[src/rtl/tscf_pkg.sv]
// Package for the text stream cat filter: configuration and job types,
// character codes, register indexes. No dependencies.
package tscf_pkg;

    localparam int NUMBER_DIGITS_DEF = 6;
    localparam int QUEUE_DEPTH       = 4;
    localparam int ADDR_W            = 5;
    localparam int DATA_W            = 32;

    localparam logic [2:0] REG_NUMBER_MODE      = 3'd0;
    localparam logic [2:0] REG_SQUEEZE_BLANK    = 3'd1;
    localparam logic [2:0] REG_SHOW_ENDS        = 3'd2;
    localparam logic [2:0] REG_SHOW_TABS        = 3'd3;
    localparam logic [2:0] REG_SHOW_NONPRINTING = 3'd4;

    localparam logic [1:0] MODE_ALL      = 2'd1;
    localparam logic [1:0] MODE_NONBLANK = 2'd2;

    localparam logic [7:0] CH_TAB    = 8'h09;
    localparam logic [7:0] CH_NL     = 8'h0A;
    localparam logic [7:0] CH_SPACE  = 8'h20;
    localparam logic [7:0] CH_DOLLAR = 8'h24;
    localparam logic [7:0] CH_DASH   = 8'h2D;
    localparam logic [7:0] CH_ZERO   = 8'h30;
    localparam logic [7:0] CH_QMARK  = 8'h3F;
    localparam logic [7:0] CH_I      = 8'h49;
    localparam logic [7:0] CH_M      = 8'h4D;
    localparam logic [7:0] CH_CARET  = 8'h5E;
    localparam logic [7:0] CH_DEL    = 8'h7F;
    localparam logic [7:0] CH_HIGH   = 8'h80;
    localparam logic [7:0] CH_META_C = 8'hA0;
    localparam logic [7:0] CH_FF     = 8'hFF;
    localparam logic [7:0] CTRL_OFS  = 8'h40;

    typedef struct packed {
        logic [1:0] number_mode;
        logic       squeeze_blank;
        logic       show_ends;
        logic       show_tabs;
        logic       show_nonprinting;
    } t_cfg;

    // one classified request: optional prefix, optional pad, 1..4 body bytes
    typedef struct packed {
        logic            num_en;
        logic            pad;
        logic [1:0]      body_last;
        logic [3:0][7:0] body;
    } t_job;

    localparam int JOB_W = $bits(t_job);

endpackage

[src/rtl/tscf_front.sv]
// Front end of the text stream cat filter: accepts bytes, tracks line state
// and the BCD line number, classifies each byte into a job. Uses tscf_pkg.
module tscf_front
    import tscf_pkg::*;
#(
    parameter int NUMBER_DIGITS = NUMBER_DIGITS_DEF
) (
    input  logic                       i_clk,
    input  logic                       i_rst_n,
    input  t_cfg                       i_cfg,
    input  logic                       i_valid,
    output logic                       o_ready,
    input  logic [7:0]                 i_byte,
    input  logic                       i_file_start,
    input  logic                       i_full,
    output logic                       o_push,
    output t_job                       o_job,
    output logic [4*NUMBER_DIGITS-1:0] o_bcd
);

    localparam int BW = 4 * NUMBER_DIGITS;

    logic          r_at_start, n_at_start;
    logic [BW-1:0] r_bcd, n_bcd;
    logic [1:0]    r_blank, n_blank;

    logic          accept, at_ls, empty_line, squeezed;
    logic [BW-1:0] bcd_cur, bcd_inc;
    logic [1:0]    blank_cur, blank_new;
    logic          all_nines, carry;
    t_job          job;

    assign o_ready = !i_full;
    assign accept  = i_valid && o_ready;

    assign at_ls      = i_file_start || r_at_start;
    assign bcd_cur    = i_file_start ? BW'(1) : r_bcd;
    assign blank_cur  = i_file_start ? 2'd0 : r_blank;
    assign empty_line = at_ls && (i_byte == CH_NL);
    assign blank_new  = empty_line ? ((blank_cur == 2'd2) ? 2'd2 : blank_cur + 2'd1) : 2'd0;
    assign squeezed   = empty_line && i_cfg.squeeze_blank && (blank_new == 2'd2);

    always_comb begin
        all_nines = 1'b1;
        carry     = 1'b1;
        bcd_inc   = bcd_cur;
        for (int d = 0; d < NUMBER_DIGITS; d++) begin
            if (bcd_cur[4*d +: 4] != 4'd9) all_nines = 1'b0;
            if (carry) begin
                if (bcd_cur[4*d +: 4] >= 4'd9) begin
                    bcd_inc[4*d +: 4] = 4'd0;
                end else begin
                    bcd_inc[4*d +: 4] = bcd_cur[4*d +: 4] + 4'd1;
                    carry = 1'b0;
                end
            end
        end
    end

    always_comb begin
        job           = '0;
        job.num_en    = at_ls && !squeezed && ((i_cfg.number_mode == MODE_ALL) ||
                        ((i_cfg.number_mode == MODE_NONBLANK) && !empty_line));
        job.body[0]   = i_byte;
        job.body_last = 2'd0;
        if (i_cfg.show_nonprinting && (i_byte >= CH_HIGH)) begin
            job.body[0] = CH_M;
            job.body[1] = CH_DASH;
            if (i_byte == CH_FF) begin
                job.body[2]   = CH_CARET;
                job.body[3]   = CH_QMARK;
                job.body_last = 2'd3;
            end else if (i_byte < CH_META_C) begin
                job.body[2]   = CH_CARET;
                job.body[3]   = i_byte - CTRL_OFS;
                job.body_last = 2'd3;
            end else begin
                job.body[2]   = i_byte - CH_HIGH;
                job.body_last = 2'd2;
            end
        end else if (i_cfg.show_nonprinting && (i_byte < CH_SPACE) &&
                     (i_byte != CH_TAB) && (i_byte != CH_NL)) begin
            job.body[0]   = CH_CARET;
            job.body[1]   = i_byte + CTRL_OFS;
            job.body_last = 2'd1;
        end else if (i_cfg.show_nonprinting && (i_byte == CH_DEL)) begin
            job.body[0]   = CH_CARET;
            job.body[1]   = CH_QMARK;
            job.body_last = 2'd1;
        end else if (i_cfg.show_ends && (i_byte == CH_NL)) begin
            job.pad       = empty_line && (i_cfg.number_mode == MODE_NONBLANK);
            job.body[0]   = CH_DOLLAR;
            job.body[1]   = CH_NL;
            job.body_last = 2'd1;
        end else if (i_cfg.show_tabs && (i_byte == CH_TAB)) begin
            job.body[0]   = CH_CARET;
            job.body[1]   = CH_I;
            job.body_last = 2'd1;
        end
    end

    assign n_at_start = (i_byte == CH_NL);
    assign n_blank    = at_ls ? blank_new : blank_cur;
    assign n_bcd      = (job.num_en && !all_nines) ? bcd_inc : bcd_cur;

    always_ff @(posedge i_clk) begin
        if (!i_rst_n) begin
            r_at_start <= 1'b1;
            r_bcd      <= BW'(1);
            r_blank    <= 2'd0;
        end else if (accept) begin
            r_at_start <= n_at_start;
            r_bcd      <= n_bcd;
            r_blank    <= n_blank;
        end
    end

    assign o_push = accept && !squeezed;
    assign o_job  = job;
    assign o_bcd  = bcd_cur;

    a_squeeze_drops: assert property (@(posedge i_clk) disable iff (!i_rst_n)
        (accept && squeezed) |-> !o_push)
        else $error("squeezed empty line was queued");

endmodule

[src/rtl/tscf_fifo.sv]
// Short request queue between front and back end. Uses tscf_pkg for its
// depth.
module tscf_fifo
    import tscf_pkg::*;
#(
    parameter int WIDTH = JOB_W
) (
    input  logic             i_clk,
    input  logic             i_rst_n,
    input  logic             i_push,
    input  logic [WIDTH-1:0] i_data,
    output logic             o_full,
    input  logic             i_pop,
    output logic             o_empty,
    output logic [WIDTH-1:0] o_data
);

    localparam int PW = $clog2(QUEUE_DEPTH);
    localparam int CW = $clog2(QUEUE_DEPTH + 1);

    logic [WIDTH-1:0] r_mem [QUEUE_DEPTH];
    logic [PW-1:0]    r_wr, r_rd;
    logic [CW-1:0]    r_cnt;

    assign o_full  = (r_cnt == CW'(QUEUE_DEPTH));
    assign o_empty = (r_cnt == '0);
    assign o_data  = r_mem[r_rd];

    always_ff @(posedge i_clk) begin
        if (i_push) r_mem[r_wr] <= i_data;
    end

    always_ff @(posedge i_clk) begin
        if (!i_rst_n) begin
            r_wr  <= '0;
            r_rd  <= '0;
            r_cnt <= '0;
        end else begin
            if (i_push) r_wr <= r_wr + PW'(1);
            if (i_pop)  r_rd <= r_rd + PW'(1);
            if (i_push && !i_pop)      r_cnt <= r_cnt + CW'(1);
            else if (i_pop && !i_push) r_cnt <= r_cnt - CW'(1);
        end
    end

    a_no_overflow: assert property (@(posedge i_clk) disable iff (!i_rst_n)
        !(i_push && o_full))
        else $error("push into full queue");

    a_no_underflow: assert property (@(posedge i_clk) disable iff (!i_rst_n)
        !(i_pop && o_empty))
        else $error("pop from empty queue");

endmodule

[src/rtl/tscf_back.sv]
// Back end of the text stream cat filter, uses tscf_pkg: walks the job at the
// queue head and, unless stalled, drives one byte per cycle via a register stage.
module tscf_back
    import tscf_pkg::*;
#(
    parameter int NUMBER_DIGITS = NUMBER_DIGITS_DEF
) (
    input  logic                       i_clk,
    input  logic                       i_rst_n,
    input  logic                       i_empty,
    input  t_job                       i_job,
    input  logic [4*NUMBER_DIGITS-1:0] i_bcd,
    output logic                       o_pop,
    output logic                       o_valid,
    input  logic                       i_ready,
    output logic [7:0]                 o_data,
    output logic                       o_last
);

    localparam int KW = ($clog2(NUMBER_DIGITS + 1) > 2) ? $clog2(NUMBER_DIGITS + 1) : 2;
    localparam int DW = (NUMBER_DIGITS > 1) ? $clog2(NUMBER_DIGITS) : 1;

    typedef enum logic [1:0] {PH_NUM, PH_PAD, PH_BODY} t_phase;

    t_phase        r_phase, phase, nxt_phase;
    logic [KW-1:0] r_k, k, nxt_k, dsel_full;
    logic [DW-1:0] dsel;
    logic          r_busy, r_lead, lead, lead_now;
    logic          r_valid, r_last;
    logic [7:0]    r_data;
    logic [7:0]    byte_now;
    logic [3:0]    dig;
    logic          last_now, adv, emit;

    assign adv  = !r_valid || i_ready;
    assign emit = adv && !i_empty;

    always_comb begin
        if (r_busy) phase = r_phase;
        else if (i_job.num_en) phase = PH_NUM;
        else if (i_job.pad) phase = PH_PAD;
        else phase = PH_BODY;
    end
    assign k    = r_busy ? r_k : '0;
    assign lead = r_busy ? r_lead : 1'b1;

    assign dsel_full = KW'(NUMBER_DIGITS - 1) - k;
    assign dsel      = dsel_full[DW-1:0];
    assign dig       = i_bcd[4*dsel +: 4];
    assign lead_now  = lead && (dig == 4'd0) && (dsel != '0);

    always_comb begin
        byte_now  = CH_TAB;
        last_now  = 1'b0;
        nxt_phase = phase;
        nxt_k     = k + KW'(1);
        unique case (phase)
            PH_NUM: begin
                if (k != KW'(NUMBER_DIGITS)) begin
                    byte_now = lead_now ? CH_SPACE :
                               CH_ZERO + {4'd0, (dig > 4'd9) ? 4'd9 : dig};
                end else begin
                    nxt_phase = i_job.pad ? PH_PAD : PH_BODY;
                    nxt_k     = '0;
                end
            end
            PH_PAD: begin
                if (k != KW'(NUMBER_DIGITS)) begin
                    byte_now = CH_SPACE;
                end else begin
                    nxt_phase = PH_BODY;
                    nxt_k     = '0;
                end
            end
            PH_BODY: begin
                byte_now = i_job.body[k[1:0]];
                last_now = (k[1:0] == i_job.body_last);
            end
            default: begin
                byte_now = CH_TAB;
            end
        endcase
    end

    assign o_pop = emit && last_now;

    always_ff @(posedge i_clk) begin
        if (!i_rst_n) begin
            r_valid <= 1'b0;
            r_busy  <= 1'b0;
            r_phase <= PH_BODY;
            r_k     <= '0;
            r_lead  <= 1'b1;
            r_data  <= '0;
            r_last  <= 1'b0;
        end else if (emit) begin
            r_valid <= 1'b1;
            r_busy  <= !last_now;
            r_phase <= nxt_phase;
            r_k     <= nxt_k;
            r_lead  <= lead_now;
            r_data  <= byte_now;
            r_last  <= last_now;
        end else if (adv) begin
            r_valid <= 1'b0;
        end
    end

    assign o_valid = r_valid;
    assign o_data  = r_data;
    assign o_last  = r_last;

    a_pop_marks_last: assert property (@(posedge i_clk) disable iff (!i_rst_n)
        o_pop |=> (o_valid && o_last))
        else $error("request retired without a final byte");

    a_busy_not_empty: assert property (@(posedge i_clk) disable iff (!i_rst_n)
        r_busy |-> !i_empty)
        else $error("request in progress but queue empty");

endmodule

[src/rtl/text_stream_cat_filter.sv]
// Top level of the text stream cat filter: APB register file, front end,
// request queue and back end. Uses tscf_pkg, tscf_front, tscf_fifo, tscf_back.
//
// One text byte enters per request (tuser carries the file-start flag) and
// leaves as 1 to 4 body bytes, preceded by a NUMBER_DIGITS-wide line number
// and a tab, or by a blank pad and a tab, at the start of a line. The front
// end takes a byte every cycle while its 4-entry queue has room; the back end
// writes one output byte per cycle while m_tready is high; a byte yields 1 to
// NUMBER_DIGITS+5 output bytes (none for a squeezed empty line); sustained rate
// is set by the output port. The user writes registers only while the block is
// idle, which the block does not enforce; no clearing pass follows reset.
module text_stream_cat_filter
    import tscf_pkg::*;
#(
    parameter int NUMBER_DIGITS = NUMBER_DIGITS_DEF
) (
    input  logic              i_clk,
    input  logic              i_rst_n,
    input  logic              s_tvalid,
    output logic              s_tready,
    input  logic [7:0]        s_tdata,   // [7:0] in_byte
    input  logic              s_tuser,   // [0] file_start
    output logic              m_tvalid,
    input  logic              m_tready,
    output logic [7:0]        m_tdata,   // [7:0] out_byte
    output logic              m_tlast,
    input  logic              psel,
    input  logic              penable,
    input  logic              pwrite,
    input  logic [ADDR_W-1:0] paddr,
    input  logic [DATA_W-1:0] pwdata,
    output logic [DATA_W-1:0] prdata,
    output logic              pready
);

    localparam int BW = 4 * NUMBER_DIGITS;
    localparam int QW = JOB_W + BW;

    t_cfg          r_cfg;
    logic [2:0]    reg_idx;
    logic          push, pop, full, empty;
    t_job          f_job, b_job;
    logic [BW-1:0] f_bcd, b_bcd;
    logic [QW-1:0] q_out;

    assign pready  = 1'b1;
    assign reg_idx = paddr[ADDR_W-1:2];

    always_ff @(posedge i_clk) begin
        if (!i_rst_n) begin
            r_cfg <= '0;
        end else if (psel && penable && pwrite && pready) begin
            unique case (reg_idx)
                REG_NUMBER_MODE:      r_cfg.number_mode      <= pwdata[1:0];
                REG_SQUEEZE_BLANK:    r_cfg.squeeze_blank    <= pwdata[0];
                REG_SHOW_ENDS:        r_cfg.show_ends        <= pwdata[0];
                REG_SHOW_TABS:        r_cfg.show_tabs        <= pwdata[0];
                REG_SHOW_NONPRINTING: r_cfg.show_nonprinting <= pwdata[0];
                default: ;
            endcase
        end
    end

    always_comb begin
        prdata = '0;
        unique case (reg_idx)
            REG_NUMBER_MODE:      prdata = {30'd0, r_cfg.number_mode};
            REG_SQUEEZE_BLANK:    prdata = {31'd0, r_cfg.squeeze_blank};
            REG_SHOW_ENDS:        prdata = {31'd0, r_cfg.show_ends};
            REG_SHOW_TABS:        prdata = {31'd0, r_cfg.show_tabs};
            REG_SHOW_NONPRINTING: prdata = {31'd0, r_cfg.show_nonprinting};
            default:              prdata = '0;
        endcase
    end

    tscf_front #(.NUMBER_DIGITS(NUMBER_DIGITS)) u_front (
        .i_clk        (i_clk),
        .i_rst_n      (i_rst_n),
        .i_cfg        (r_cfg),
        .i_valid      (s_tvalid),
        .o_ready      (s_tready),
        .i_byte       (s_tdata),
        .i_file_start (s_tuser),
        .i_full       (full),
        .o_push       (push),
        .o_job        (f_job),
        .o_bcd        (f_bcd)
    );

    tscf_fifo #(.WIDTH(QW)) u_queue (
        .i_clk   (i_clk),
        .i_rst_n (i_rst_n),
        .i_push  (push),
        .i_data  ({f_bcd, f_job}),
        .o_full  (full),
        .i_pop   (pop),
        .o_empty (empty),
        .o_data  (q_out)
    );

    assign b_job = q_out[JOB_W-1:0];
    assign b_bcd = q_out[QW-1:JOB_W];

    tscf_back #(.NUMBER_DIGITS(NUMBER_DIGITS)) u_back (
        .i_clk   (i_clk),
        .i_rst_n (i_rst_n),
        .i_empty (empty),
        .i_job   (b_job),
        .i_bcd   (b_bcd),
        .o_pop   (pop),
        .o_valid (m_tvalid),
        .i_ready (m_tready),
        .o_data  (m_tdata),
        .o_last  (m_tlast)
    );

endmodule
[config.mk]
export PLATFORM = sky130hd
export DESIGN_NAME = text_stream_cat_filter
export DESIGN_NICKNAME = d
export VERILOG_FILES = /design/src/rtl/tscf_pkg.sv /design/src/rtl/tscf_front.sv /design/src/rtl/tscf_fifo.sv /design/src/rtl/tscf_back.sv /design/src/rtl/text_stream_cat_filter.sv
export SDC_FILE = /design/constraint.sdc
export NUM_CORES = 1
export LEC_CHECK = 0
export BUFFER_PORTS_ARGS = -buffer_cell sky130_fd_sc_hd__buf_2
export CORE_ASPECT_RATIO = 0.75
export CORE_MARGIN = 2
export CORE_UTILIZATION = 50
export CTS_BUF_LIST = sky130_fd_sc_hd__clkbuf_4 sky130_fd_sc_hd__clkbuf_8
export CTS_CLUSTER_DIAMETER = 120
export DETAILED_ROUTE_END_ITERATION = 16
export PLACE_DENSITY = 0.68
export SYNTH_ARGS = -nofsm -noshare
export SYNTH_HDL_FRONTEND = slang
export SYNTH_SLANG_ARGS = --single-unit
export TNS_END_PERCENT = 20
[constraint.sdc]
create_clock -name i_clk -period 12.9 [get_ports i_clk]
set_input_delay 3.225 -clock i_clk [delete_from_list [all_inputs] [get_ports i_clk]]
set_output_delay 3.225 -clock i_clk [all_outputs]
set_load 0.1 [all_outputs]
==> summary.txt <==
Layout
  – Most common cell after layout, fill and taps aside: edfxtp_1
  – Final #Nets: roughly 1100
  – Most frequent cells in the layout: edfxtp_1, nor2_1, nand2_1
  – Fraction of layout cells with a size suffix above 1: 0.200
  – FILL cells: about 2100
  – Final std cells w/o fill: roughly 1400
  – Area Growth Syn to Fin: 9.71%

Placement
  – GP Congestion: ~0.9
  – DP Wirelength: 18.9 mm
  – Cells after DPL: about 1300
  – IO Port Bufs: 33

Hold path
  – Min-delay src: u_back.r_lead
  – Min-Delay Path Class: flop to flop

Synth
  – FFs w/ async S/R, synth: 0
  – Cell variety after synth: 74
  – Largest family of logic cells by synthesized area: multiplexers
  – Top cell type's share of synthesized area: 0.534
  – XOR/XNOR Fraction of Synth Area: 0.00649
  – Synth area leaders: edfxtp_1, mux4_2, dfxtp_1
  – Synth Flop Type: edfxtp_1
  – Synthesized instance count: between 900 and 1000
  – Post-Synth Simple-Gate Area: 0.111
  – Adder-cell share of the synthesized area: 0.0302
  – Post-Syn Area: approximately 13000 um2
  – Post-synth top area cell: edfxtp_1
  – Mean post-synth cell area: 14.1 um2
  – Synth warnings: 0
  – Synth Register Bits: 299
  – Number of enable flip-flop cells after synthesis: 240
  – Synth Area in Compound Gates: 0.0706
  – Post-synthesis sequential area ratio: 0.622
  – Mux cell area share after synthesis: 0.117

Setup path
  – Kind of critical path: primary input to output pin
  – Crit path from: paddr[3]
  – Crit-path leading delay family: buffers and inverters
  – Worst path required time: between 9 and 10 ns
  – Crit path cell chain: buf_2 -> mux2i_1 -> o22ai_1 -> o21a_1 -> buf_2
  – Crit path DAT: between 4 and 5 ns
  – Critical path capture point type: output pin
  – Critical path launch point type: primary input
  – Critical R2R Capture: u_queue.r_cnt[2]
  – Stages on worst setup path: 5
  – Worst setup path endpoint: prdata[0]
  – Largest stage delay, worst path: about 0.41 ns
  – Worst-path maximum fanout: 8
  – Critical path's slowest cell: buf_2
  – CP dominant cell by count: buf_2
  – Crit path buf inv count: 2
  – Worst R2R Setup Slack: 9.03 ns
  – FF-to-FF path depth: 11

Timing
  – Final setup violation count: 0
  – RSZ-0062 raised after global routing: no
  – Worst-margin pin slew: around 0.99 ns
  – TNS Setup: 0 ns
  – Crit path time final: ~7.4 ns
  – Worst rel slew slack: 0.337
  – Post-route clock skew: ~0.019 ns
  – Tcrit/Tclk final: 0.576
  – Final Hold Violating Endpoints: 0
  – Final Max Slew Viols: 0
  – Max Fclk: ~130 MHz

Drt
  – Routed via count: around 8200
  – Routed Antenna Nets: 0
  – Drt total wl: roughly 30 mm
  – Initial DRC count: 960
  – 1st-pass router iterations: 7
  – # DRC: 0
  – WL per Instance: between 20 and 25 um
  – DR vias/cell: ~6

Outcome
  – Status: completed

CTS
  – CTS Hold Bufs: 0
  – Clock sink total: about 300
  – Post-cts resize count: 0
  – Clk root buf: clkbuf_8
  – Clk slew on worst S/H paths: about 0.050 ns
  – Max Root-Sink Buffers: 3
  – Worst skew pair latency: around 0.56 ns
  – TritonCTS clock tree: yes
  – H-tree depth: 2
  – Post-CTS Setup Bufs: 0
  – Number of CTS-inserted buffers: 47

Die
  – FP Rows: 52
  – Ports: 97
  – Die H: between 100 and 150 um
  – DIE AREA: between 20000 and 30000 um2
  – CORE AREA: 26700 um2
  – Die Wd: slightly below 200 um
  – Initial core utilization: 0.504

Power and ir drop
  – Comb power frac: 0.243
  – Leakage: roughly 5.2 nW
  – Clock share of power: 0.301
  – VDD IR max: slightly above 0.0001 V
  – Seq pwr share: 0.456
  – P_sw: 0.867 mW
  – Int Pwr: 1.82 mW
  – Net Sw Frac: 0.323
  – PD cells: 182 nW/um2

Global routing
  – First-pass GRT wire length: ~47 mm
  – Largest net degree at the start of global routing: between 60 and 70
  – Initial antenna violation count: 1
  – Vias in the first global route: 7968
  – GRT Util Overall: 0.214
  – GRT overflow: 0

Flow run
  – Max-Cap Viols: 0
-- routing by layer --
metal	up-vias	track usage	wire length (um)
li1	3714	-	-
met1	4128	0.333	14400
met2	301	0.317	13500
met3	46	0.0351	1860
met4	2	0.0534	458
met5	-	0	13
-- metrics by stage --
stage	area [um2]	power [mW]	setup WS, ns	utilization	hold WS (ns)
final	14800	2.69	5.47	0.553	0.464
after global routing	14800	2.80	5.35	0.553	0.492
after CTS	14800	2.70	5.47	0.553	0.467
after detailed placement	13800	1.90	5.47	0.518	0.445
after global placement	13800	1.88	5.48	0.518	0.440
after floorplan	13600	1.75	3.12	-	0.429
-- power by group through the flow --
stage	registers, mW	logic (mW)	clock network (mW)
4_1_cts	1.22	0.655	0.822
2_1_floorplan	1.28	0.464	0
3_5_place_dp	1.24	0.653	0
5_1_grt	1.24	0.700	0.864
6_report	1.22	0.653	0.809
3_3_place_gp	1.24	0.645	0
-- synth_stat cells, types with 6 or more instances --
cell type,n
nand2_1,69
mux4_2,64
o211ai_1,7
inv_1,30
and3_1,15
a22oi_1,6
nor2_1,72
nand2b_1,19
o21ai_0,28
a21oi_1,35
and2_1,11
clkbuf_1,26
buf_6,7
nor2b_1,13
dfxtp_1,59
nand3_1,30
edfxtp_1,240
nand4_1,6
buf_4,32
ha_1,31
mux2i_1,13
buf_2,7
nor3_1,17
o21a_1,8
-- worst min-delay path by stage --
| stage | slack [ns] | endpoint | cells past startpoint |
|---|---|---|---|
| global placement | 0.44 | u_front.r_bcd[17] | 2 |
| detailed placement | 0.44 | u_back.r_lead | 1 |
| finish | 0.46 | u_back.r_lead | 1 |
| global route | 0.49 | u_front.r_bcd[17] | 2 |
| CTS | 0.47 | u_back.r_lead | 1 |
| floorplan | 0.43 | u_back.r_lead | 1 |
-- state kept, by name, summed over array words and instances, names as in the netlist, named ones only --
signal              count
u_queue.r_mem         240
u_front.r_bcd          24
u_back.o_data           8
r_cfg                   6
u_back.r_k              3
u_queue.r_cnt           3
u_back.r_phase          2
u_front.r_blank         2
u_queue.r_rd            2
u_queue.r_wr            2
u_back.o_last           1
u_back.o_valid          1
u_back.r_busy           1
u_back.r_lead           1
u_front.r_at_start      1
-- cells by family (layout without fill, tap and decap cells) --
kind of cell / count (synthesis) / after routing
compound gates: 142 / 142
flops: 299 / 299
mux: 77 / 77
other cells: 2 / 32
buf+inv: 106 / 164
simple gates: 291 / 291
fa+ha+maj: 32 / 32
xor+xnor: 10 / 10
-- worst register-to-register path: stages (launching register included) --
cell	delay, ns
dfxtp_4	0.63
buf_4	0.76
mux4_2	0.67
or3_4	0.42
o21ai_4	0.10
nand4_4	0.18
ha_1	0.28
inv_1	0.08
fa_1	0.17
xor2_1	0.08
or3_1	0.31
a21oi_1	0.14
-- area by class of cell --
class	count	area, um2	share of cell area
Antenna cell	1	2.50	0.000169
Tap cell	351	439	0.0297
Multi-Input combinational cell	583	4630	0.313
Inverter	31	116	0.00786
Timing Repair Buffer	45	255	0.0172
Clock buffer	71	852	0.0576
Clock inverter	17	105	0.00710
Sequential cell	299	8390	0.567
No activity file was read; power rests on OpenSTA's default activity.
